==> config.mk <==
export PLATFORM = sky130hd
export DESIGN_NAME = first_fit_frame_allocator_top
export DESIGN_NICKNAME = d
export VERILOG_FILES = /design/src/design/ffa_pkg.sv /design/src/design/ffa_frame_ram.sv /design/src/design/ffa_ctrl.sv /design/src/design/first_fit_frame_allocator_top.sv
export SDC_FILE = /design/constraint.sdc
export NUM_CORES = 2
export LEC_CHECK = 0
export ABC_AREA = 1
export BUFFER_PORTS_ARGS = -buffer_cell sky130_fd_sc_hd__buf_4
export CAP_MARGIN = 40
export CORE_MARGIN = 4
export CORE_UTILIZATION = 50
export DETAILED_ROUTE_END_ITERATION = 7
export MAX_ROUTING_LAYER = met4
export PLACE_DENSITY = 0.65
export SLEW_MARGIN = 30
export SYNTH_ARGS = -nofsm -noshare
export SYNTH_HDL_FRONTEND = slang
export SYNTH_SLANG_ARGS = --single-unit
==> constraint.sdc <==
create_clock -name aclk -period 20 [get_ports aclk]
set_clock_uncertainty 0.2 [all_clocks]
set_input_delay 1 -clock aclk [delete_from_list [all_inputs] [get_ports aclk]]
set_output_delay 1 -clock aclk [all_outputs]
set_load 0.01 [all_outputs]
==> src/design/ffa_pkg.sv <==
package ffa_pkg;

    typedef enum logic [1:0] {
        STAT_PLACED    = 2'd0,
        STAT_COMPACTED = 2'd1,
        STAT_SKIPPED   = 2'd2,
        STAT_RELEASED  = 2'd3
    } status_t;

    typedef enum logic [2:0] {
        S_CLEAR,
        S_IDLE,
        S_REL,
        S_SCAN,
        S_FILL,
        S_COMPACT,
        S_TAIL,
        S_DONE
    } state_t;

    localparam logic MODE_ALLOC   = 1'b0;
    localparam logic MODE_RELEASE = 1'b1;

    localparam logic [7:0] FREE_OWNER = 8'd0;

    typedef struct packed {
        logic       mode;
        logic [7:0] owner;
        logic [8:0] size;
    } in_word_t;

    typedef struct packed {
        status_t    status;
        logic [7:0] start_frame;
        logic [8:0] frames_moved;
    } out_word_t;

endpackage

==> src/design/ffa_frame_ram.sv <==
module ffa_frame_ram #(
    parameter int DEPTH = 256,
    parameter int AW    = 8
) (
    input  logic          aclk,
    input  logic          we,
    input  logic [AW-1:0] waddr,
    input  logic [7:0]    wdata,
    input  logic          ren,
    input  logic [AW-1:0] raddr,
    output logic [7:0]    rdata
);

    logic [7:0] mem [DEPTH];

    always_ff @(posedge aclk) begin
        if (we) begin
            mem[waddr] <= wdata;
        end
    end

    always_ff @(posedge aclk) begin
        if (ren) begin
            rdata <= mem[raddr];
        end
    end

endmodule

==> src/design/ffa_ctrl.sv <==
module ffa_ctrl #(
    parameter int FRAMES = 256,
    parameter int AW     = 8,
    parameter int CW     = 9
) (
    input  logic              aclk,
    input  logic              aresetn,
    input  logic              s_valid,
    output logic              s_ready,
    input  ffa_pkg::in_word_t s_data,
    output logic              m_valid,
    input  logic              m_ready,
    output ffa_pkg::out_word_t m_data,
    output logic              mem_we,
    output logic [AW-1:0]     mem_waddr,
    output logic [7:0]        mem_wdata,
    output logic              mem_ren,
    output logic [AW-1:0]     mem_raddr,
    input  logic [7:0]        mem_rdata
);

    import ffa_pkg::*;

    localparam int XW = (CW > 9) ? CW : 9;

    state_t    state_reg, state_next;
    logic [CW-1:0] idx_reg, idx_next;
    logic      pv_reg, pv_next;
    logic [AW-1:0] pidx_reg, pidx_next;
    in_word_t  req_reg, req_next;
    logic [CW-1:0] free_cnt_reg, free_cnt_next;
    logic [CW-1:0] run_len_reg, run_len_next;
    logic [AW-1:0] run_start_reg, run_start_next;
    logic      found_reg, found_next;
    logic [AW-1:0] fit_start_reg, fit_start_next;
    logic      any_free_reg, any_free_next;
    logic [AW-1:0] first_free_reg, first_free_next;
    logic [CW-1:0] w_reg, w_next;
    logic [CW-1:0] moved_reg, moved_next;
    logic      hole_reg, hole_next;
    out_word_t res_reg, res_next;
    logic      m_valid_reg, m_valid_next;
    out_word_t m_data_reg, m_data_next;

    logic          sweep_done;
    logic [XW-1:0] size_x, free_x, fit_x, first_x, w_x, moved_x, tail_off_x, fill_x;
    logic [AW-1:0] run_start_eff;
    logic [CW-1:0] run_len_inc;

    assign size_x     = XW'(req_reg.size);
    assign free_x     = XW'(free_cnt_reg);
    assign fit_x      = XW'(fit_start_reg);
    assign first_x    = XW'(first_free_reg);
    assign w_x        = XW'(w_reg);
    assign moved_x    = XW'(moved_reg);
    assign tail_off_x = XW'(idx_reg - w_reg);
    assign fill_x     = XW'(idx_reg) + XW'(1);
    assign sweep_done = (idx_reg == CW'(FRAMES)) && !pv_reg;
    assign run_start_eff = (run_len_reg == '0) ? pidx_reg : run_start_reg;
    assign run_len_inc   = run_len_reg + CW'(1);

    always_ff @(posedge aclk) begin
        if (!aresetn) begin
            state_reg   <= S_CLEAR;
            idx_reg     <= '0;
            pv_reg      <= 1'b0;
            m_valid_reg <= 1'b0;
        end else begin
            state_reg   <= state_next;
            idx_reg     <= idx_next;
            pv_reg      <= pv_next;
            m_valid_reg <= m_valid_next;
        end
    end

    always_ff @(posedge aclk) begin
        pidx_reg       <= pidx_next;
        req_reg        <= req_next;
        free_cnt_reg   <= free_cnt_next;
        run_len_reg    <= run_len_next;
        run_start_reg  <= run_start_next;
        found_reg      <= found_next;
        fit_start_reg  <= fit_start_next;
        any_free_reg   <= any_free_next;
        first_free_reg <= first_free_next;
        w_reg          <= w_next;
        moved_reg      <= moved_next;
        hole_reg       <= hole_next;
        res_reg        <= res_next;
        m_data_reg     <= m_data_next;
    end

    always_comb begin
        state_next      = state_reg;
        idx_next        = idx_reg;
        pv_next         = pv_reg;
        pidx_next       = pidx_reg;
        req_next        = req_reg;
        free_cnt_next   = free_cnt_reg;
        run_len_next    = run_len_reg;
        run_start_next  = run_start_reg;
        found_next      = found_reg;
        fit_start_next  = fit_start_reg;
        any_free_next   = any_free_reg;
        first_free_next = first_free_reg;
        w_next          = w_reg;
        moved_next      = moved_reg;
        hole_next       = hole_reg;
        res_next        = res_reg;
        m_valid_next    = m_valid_reg;
        m_data_next     = m_data_reg;
        s_ready         = 1'b0;
        mem_we          = 1'b0;
        mem_waddr       = idx_reg[AW-1:0];
        mem_wdata       = FREE_OWNER;
        mem_ren         = 1'b0;
        mem_raddr       = idx_reg[AW-1:0];

        if (m_valid_reg && m_ready) begin
            m_valid_next = 1'b0;
        end

        // issue one map read per cycle during sweeps; data returns in the following cycle
        if (state_reg == S_REL || state_reg == S_SCAN || state_reg == S_COMPACT) begin
            if (idx_reg != CW'(FRAMES)) begin
                mem_ren   = 1'b1;
                idx_next  = idx_reg + CW'(1);
                pv_next   = 1'b1;
                pidx_next = idx_reg[AW-1:0];
            end else begin
                pv_next = 1'b0;
            end
        end

        case (state_reg)
            S_CLEAR: begin
                mem_we = 1'b1;
                if (idx_reg == CW'(FRAMES - 1)) begin
                    idx_next   = '0;
                    state_next = S_IDLE;
                end else begin
                    idx_next = idx_reg + CW'(1);
                end
            end
            S_IDLE: begin
                s_ready = 1'b1;
                if (s_valid) begin
                    req_next        = s_data;
                    idx_next        = '0;
                    pv_next         = 1'b0;
                    free_cnt_next   = '0;
                    run_len_next    = '0;
                    run_start_next  = '0;
                    found_next      = 1'b0;
                    fit_start_next  = '0;
                    any_free_next   = 1'b0;
                    first_free_next = '0;
                    state_next = (s_data.mode == MODE_RELEASE) ? S_REL : S_SCAN;
                end
            end
            S_REL: begin
                if (pv_reg && mem_rdata == req_reg.owner) begin
                    mem_we    = 1'b1;
                    mem_waddr = pidx_reg;
                end
                if (sweep_done) begin
                    res_next.status       = STAT_RELEASED;
                    res_next.start_frame  = '0;
                    res_next.frames_moved = '0;
                    state_next = S_DONE;
                end
            end
            S_SCAN: begin
                if (pv_reg) begin
                    if (mem_rdata == FREE_OWNER) begin
                        free_cnt_next  = free_cnt_reg + CW'(1);
                        run_start_next = run_start_eff;
                        run_len_next   = run_len_inc;
                        if (!found_reg && XW'(run_len_inc) >= size_x) begin
                            found_next     = 1'b1;
                            fit_start_next = run_start_eff;
                        end
                        if (!any_free_reg) begin
                            any_free_next   = 1'b1;
                            first_free_next = pidx_reg;
                        end
                    end else begin
                        run_len_next = '0;
                    end
                end
                if (sweep_done) begin
                    res_next.frames_moved = '0;
                    res_next.start_frame  = '0;
                    idx_next = '0;
                    if (size_x > free_x) begin
                        res_next.status = STAT_SKIPPED;
                        state_next      = S_DONE;
                    end else if (req_reg.size == '0) begin
                        res_next.status      = STAT_PLACED;
                        res_next.start_frame = first_x[7:0];
                        state_next           = S_DONE;
                    end else if (found_reg) begin
                        res_next.status      = STAT_PLACED;
                        res_next.start_frame = fit_x[7:0];
                        state_next           = S_FILL;
                    end else begin
                        pv_next    = 1'b0;
                        w_next     = '0;
                        moved_next = '0;
                        hole_next  = 1'b0;
                        state_next = S_COMPACT;
                    end
                end
            end
            S_FILL: begin
                mem_we    = 1'b1;
                mem_waddr = fit_start_reg + idx_reg[AW-1:0];
                mem_wdata = req_reg.owner;
                if (fill_x == size_x) begin
                    state_next = S_DONE;
                end else begin
                    idx_next = idx_reg + CW'(1);
                end
            end
            S_COMPACT: begin
                // write slot always trails the read pointer, so no overlap
                if (pv_reg) begin
                    if (mem_rdata != FREE_OWNER) begin
                        mem_we    = 1'b1;
                        mem_waddr = w_reg[AW-1:0];
                        mem_wdata = mem_rdata;
                        w_next    = w_reg + CW'(1);
                        if (hole_reg) begin
                            moved_next = moved_reg + CW'(1);
                        end
                    end else begin
                        hole_next = 1'b1;
                    end
                end
                if (sweep_done) begin
                    res_next.status       = STAT_COMPACTED;
                    res_next.start_frame  = w_x[7:0];
                    res_next.frames_moved = moved_x[8:0];
                    idx_next   = w_reg;
                    state_next = S_TAIL;
                end
            end
            S_TAIL: begin
                mem_we    = 1'b1;
                mem_wdata = (tail_off_x < size_x) ? req_reg.owner : FREE_OWNER;
                if (idx_reg == CW'(FRAMES - 1)) begin
                    state_next = S_DONE;
                end else begin
                    idx_next = idx_reg + CW'(1);
                end
            end
            S_DONE: begin
                if (!m_valid_reg || m_ready) begin
                    m_valid_next = 1'b1;
                    m_data_next  = res_reg;
                    state_next   = S_IDLE;
                end
            end
            default: begin
                state_next = S_IDLE;
            end
        endcase
    end

    assign m_valid = m_valid_reg;
    assign m_data  = m_data_reg;

endmodule

==> src/design/first_fit_frame_allocator_top.sv <==
// A request first sweeps the frame map; a fitting nonzero allocate then writes its run,
// and compaction adds a second sweep and rewrites all frames above the packed ones.
// Throughput: one request at a time; each request sweeps the frame map through
// the single memory read port, one frame per cycle.
// Reset: synchronous active-low; afterwards a clearing pass writes every frame free,
// and no request is accepted until it ends.
module first_fit_frame_allocator_top #(
    parameter int FRAMES = 256
) (
    input  logic               aclk,
    input  logic               aresetn,
    input  logic               s_valid,
    output logic               s_ready,
    input  ffa_pkg::in_word_t  s_data,
    output logic               m_valid,
    input  logic               m_ready,
    output ffa_pkg::out_word_t m_data
);

    import ffa_pkg::*;

    localparam int AW = $clog2(FRAMES);
    localparam int CW = $clog2(FRAMES + 1);

    logic          mem_we;
    logic [AW-1:0] mem_waddr;
    logic [7:0]    mem_wdata;
    logic          mem_ren;
    logic [AW-1:0] mem_raddr;
    logic [7:0]    mem_rdata;

    ffa_ctrl #(
        .FRAMES(FRAMES),
        .AW    (AW),
        .CW    (CW)
    ) u_ctrl (
        .aclk     (aclk),
        .aresetn  (aresetn),
        .s_valid  (s_valid),
        .s_ready  (s_ready),
        .s_data   (s_data),
        .m_valid  (m_valid),
        .m_ready  (m_ready),
        .m_data   (m_data),
        .mem_we   (mem_we),
        .mem_waddr(mem_waddr),
        .mem_wdata(mem_wdata),
        .mem_ren  (mem_ren),
        .mem_raddr(mem_raddr),
        .mem_rdata(mem_rdata)
    );

    ffa_frame_ram #(
        .DEPTH(FRAMES),
        .AW   (AW)
    ) u_ram (
        .aclk (aclk),
        .we   (mem_we),
        .waddr(mem_waddr),
        .wdata(mem_wdata),
        .ren  (mem_ren),
        .raddr(mem_raddr),
        .rdata(mem_rdata)
    );

`ifndef SYNTHESIS
    a_clear_after_reset: assert property (@(posedge aclk)
        !aresetn |=> !s_ready)
        else $error("request accepted during clearing pass");

    a_one_at_a_time: assert property (@(posedge aclk) disable iff (!aresetn)
        s_valid && s_ready |=> !s_ready)
        else $error("second word accepted while request in flight");

    a_release_fields: assert property (@(posedge aclk) disable iff (!aresetn)
        m_valid && (m_data.status == STAT_RELEASED || m_data.status == STAT_SKIPPED)
        |-> m_data.start_frame == 8'd0 && m_data.frames_moved == 9'd0)
        else $error("release or skip word carries frame fields");

    a_placed_no_move: assert property (@(posedge aclk) disable iff (!aresetn)
        m_valid && m_data.status == STAT_PLACED |-> m_data.frames_moved == 9'd0)
        else $error("placed word reports moved frames");
`endif

endmodule

==> impl_metrics.toml <==
[status]
status = "finished clean"

[synth]
ys.flop_type = "edfxtp_1"
netlist_area_um2 = 91300
ys_ff_latch = 2196
netlist_instances = 7761
syn_avg_cell_area_um2 = 11.8
synth-edff-count = 2182
ys_types = 50
ys_seq_area_share_pct = 72.1
synth_nets = 7835
yosysWarningCount = 0
async_flop_share_pct = 0

[clocking]
cts_hold_buf = 0
cts_inserted_buffers = 218
htreeDepth = 4
cts_root_buf = "clkbuf_16"
cts_sinks = 2196
clk_latency_ns = 0.86
clockBufferDepth = 3
cts_tree = "built"
post_cts_resized = 0
clk_pin_slew_ns = 0.06
post_cts_buffers = 0

[detailed_routing]
post-route-drc-count = 0
dr.pass1.iters = 6
via_count = 61172
drt_iter0_drc = 7807
viasPerCell = 5.92
routed_wl_um = 249000
wl_per_cell_um = 24.1
ant_nets = 0

[worst_setup_path]
end_kind = "flop"
critPathArrivalTime_ns = 6.69
r2r-end = "u_ram.mem[20][0]"
ff2ff_setup_slack_ns = 13.60
cpLargestDelayFamily = "buffers and inverters"
crit_type = "reg -> reg"
worstSetupStartpointType = "flop"
critPathMaxFanout = 143
max_stage_delay_ns = 0.82
r2r_cells = 21
worstPathCellList = "inv_8 > ha_1 > fa_1 > o21ai_0 > a21oi_1 > o21ai_0 > nand2_1 > nand2_1 > a21oi_1 > xor2_1 > ha_1 > nand2_1 > nor2_1 > nand2_1 > o211ai_1 > a31oi_1 > buf_4 > nand3_1 > o211ai_1 > buf_4 > buf_4"
rr_startpoint = "u_ctrl.idx_reg[0]"
cp.required_ns = 20.30
cp_slowest_cell = "dfxtp_4"
crit_top_cell = "nand2_1"
cp_num_buf_inv = 4

[placement]
gp_congestion = 0.904
portBuffers = 42
dp_cells = 9842
hpwl_um = 143000

[sta]
rsz0062_at_grt = "no"
setup_viol = 0
hold_violations = 0
period_share_pct = 32.0
worstMarginPinSlew_ns = 0.990
drv_slew = 0
fmax_ghz = 0.156
tns_ns = 0
slew_headroom_pct = 34.0
final.min_clock_period_ns = 6.40
whs_ns = 0.129

[floorplanning]
fp.coreArea_um2 = 181000
fp.dieH_um = 435
io_pins = 43
die_area_um2 = 189000
num_rows = 156
start_util_pct = 50.4
die_w_um = 435

[cells_and_area]
largest_reg_flops = 2048
drive_above_1_share_pct = 8.58
fill_cells = 14680
instances_no_fill = 10334
synthToLayoutAreaGrowth_pct = 11.7
layout.nets = 7856

[hold_path]
hold_path.class = "in -> reg"
hold_end = "u_ctrl.req_reg[10]"
min_from = "s_data[10]"
min_path_cells = 1

[job]
drv_cap = 0

[global_route]
antenna_found_initial = 5
grt_pass1_vias = 57140
grt_usage_pct = 26.3
grt-ovfl-total = 0
grt_max_degree = 233
grt_first_pass_wirelength_um = 369000

[power_and_ir_drop]
ir_drop_v = 0.000107
leakage_nw = 34.8
powerDensity_nw_per_um2 = 134
report_power, final:
part	switching (mW)	total (mW)	internal, mW
Combinational	3.15	4.17	1.02
Sequential	0.127	5.56	5.43
Clock	1.75	3.93	2.18
cells by family after synthesis:
kind of cell    share of synthesized area [%]
flops                                    72.1
compound gates                           10.4
simple gates                             13.5
buf+inv                                  3.15
xor+xnor                                0.192
fa+ha+maj                               0.729
worst reg2reg max path, cell delays in order, from the launching register on:
cell	delay [ns]
dfxtp_4	0.82
inv_8	0.44
ha_1	0.44
fa_1	0.41
o21ai_0	0.32
a21oi_1	0.12
o21ai_0	0.28
nand2_1	0.08
nand2_1	0.06
a21oi_1	0.07
xor2_1	0.14
ha_1	0.30
nand2_1	0.10
nor2_1	0.06
nand2_1	0.06
o211ai_1	0.08
a31oi_1	0.24
buf_4	0.23
nand3_1	0.09
o211ai_1	0.16
buf_4	0.53
buf_4	0.72
routing by layer:
layer  share of wire [%]  wire length (µm)  GRT usage [%]  vias to the layer above
met5                   0                 0              -                        -
met4                 4.0             10100           9.97                        0
met3                 9.3             23300           5.14                      517
met2                  46            114000           39.6                     2908
met1                  41            101000           35.8                    29967
li1                    -                 -              -                    27780
cells in the mapped netlist, types with 4 or more instances:
cell type,number,area [µm²]
nand2_1,734,2760
dfxtp_1,14,280
buf_1,47,176
xnor2_1,7,61.3
a31oi_1,17,106
o211ai_1,261,1960
o21ai_0,1147,5740
clkbuf_1,333,1250
nand4_1,18,113
nor2_2,15,93.8
nor2_1,1804,6770
a21oi_1,155,776
nand3b_1,11,82.6
ha_1,50,626
or2_2,18,113
inv_1,233,875
buf_2,98,490
nand2_2,21,131
nand3_1,391,1960
nand3_2,8,80.1
xor2_1,13,114
nor3_1,18,90.1
o221ai_1,6,52.6
clkinv_1,5,18.8
buf_4,4,30.0
o22ai_1,113,707
edfxtp_1,2182,65500
inv_2,6,22.5
layout make-up:
cell class              instances  area [µm²]  area share, %
flip-flops and latches       2196       65800           64.6
well taps                    2370        2970           2.91
clock buffers                 267        5690           5.58
inverters                     244         938          0.920
clock inverters               133        1160           1.14
diodes                          2        5.00        0.00491
multi-input cells            4838       22700           22.3
repair buffers                284        2680           2.63
stage by stage:
| step | util (%) | power, mW | instance area [µm²] | setup WS [ns] |
|---|---|---|---|---|
| floorplan | - | 8.21 | 91300 | 10.61 |
| global placement | 51.6 | 9.57 | 93400 | 13.27 |
| detailed placement | 52.0 | 9.68 | 94200 | 13.48 |
| CTS | 55.8 | 13.6 | 101000 | 13.41 |
| global route | 56.3 | 14.2 | 102000 | 13.20 |
| finish | 56.3 | 13.7 | 102000 | 13.60 |
how the worst max path moves through the flow:
stage                      start  cells after the start  slack, ns           endpoint
2_1_floorplan  u_ctrl.idx_reg[0]                     22      10.61    u_ram.mem[0][0]
3_3_place_gp   u_ctrl.idx_reg[0]                     21      13.27   u_ram.mem[44][5]
3_5_place_dp   u_ctrl.idx_reg[0]                     21      13.48  u_ram.mem[122][6]
4_1_cts        u_ctrl.idx_reg[0]                     21      13.41   u_ram.mem[18][6]
5_1_grt        u_ctrl.idx_reg[0]                     21      13.20   u_ram.mem[21][0]
6_report       u_ctrl.idx_reg[0]                     21      13.60   u_ram.mem[20][0]
cell usage in the layout, fill, tap and decap left out, types with 6 or more instances in the layout:
cell type | synthesis | routed
nand3b_1 | 11 | 11
inv_2 | 6 | 6
dfxtp_1 | 14 | 8
buf_12 | 0 | 21
a31oi_1 | 17 | 17
edfxtp_1 | 2182 | 2182
nand2_2 | 21 | 10
o211ai_1 | 261 | 261
bufinv_16 | 0 | 12
nand4_1 | 18 | 18
nor2_1 | 1804 | 1798
xnor2_1 | 7 | 7
nand2_4 | 0 | 13
buf_16 | 0 | 14
nor2_2 | 15 | 20
xor2_1 | 13 | 13
clkinv_1 | 5 | 53
clkinvlp_4 | 0 | 10
nor3_1 | 18 | 17
clkbuf_16 | 0 | 220
nand3_2 | 8 | 8
nand3_1 | 391 | 391
clkbuf_4 | 0 | 37
nand2_1 | 734 | 732
o22ai_1 | 113 | 113
a21oi_1 | 155 | 154
o21ai_0 | 1147 | 1146
buf_4 | 4 | 204
clkbuf_1 | 333 | 46
inv_1 | 233 | 232
or2_2 | 18 | 18
o221ai_1 | 6 | 6
ha_1 | 50 | 50
clkinv_2 | 0 | 42
Power figures use the tool's default switching activity.
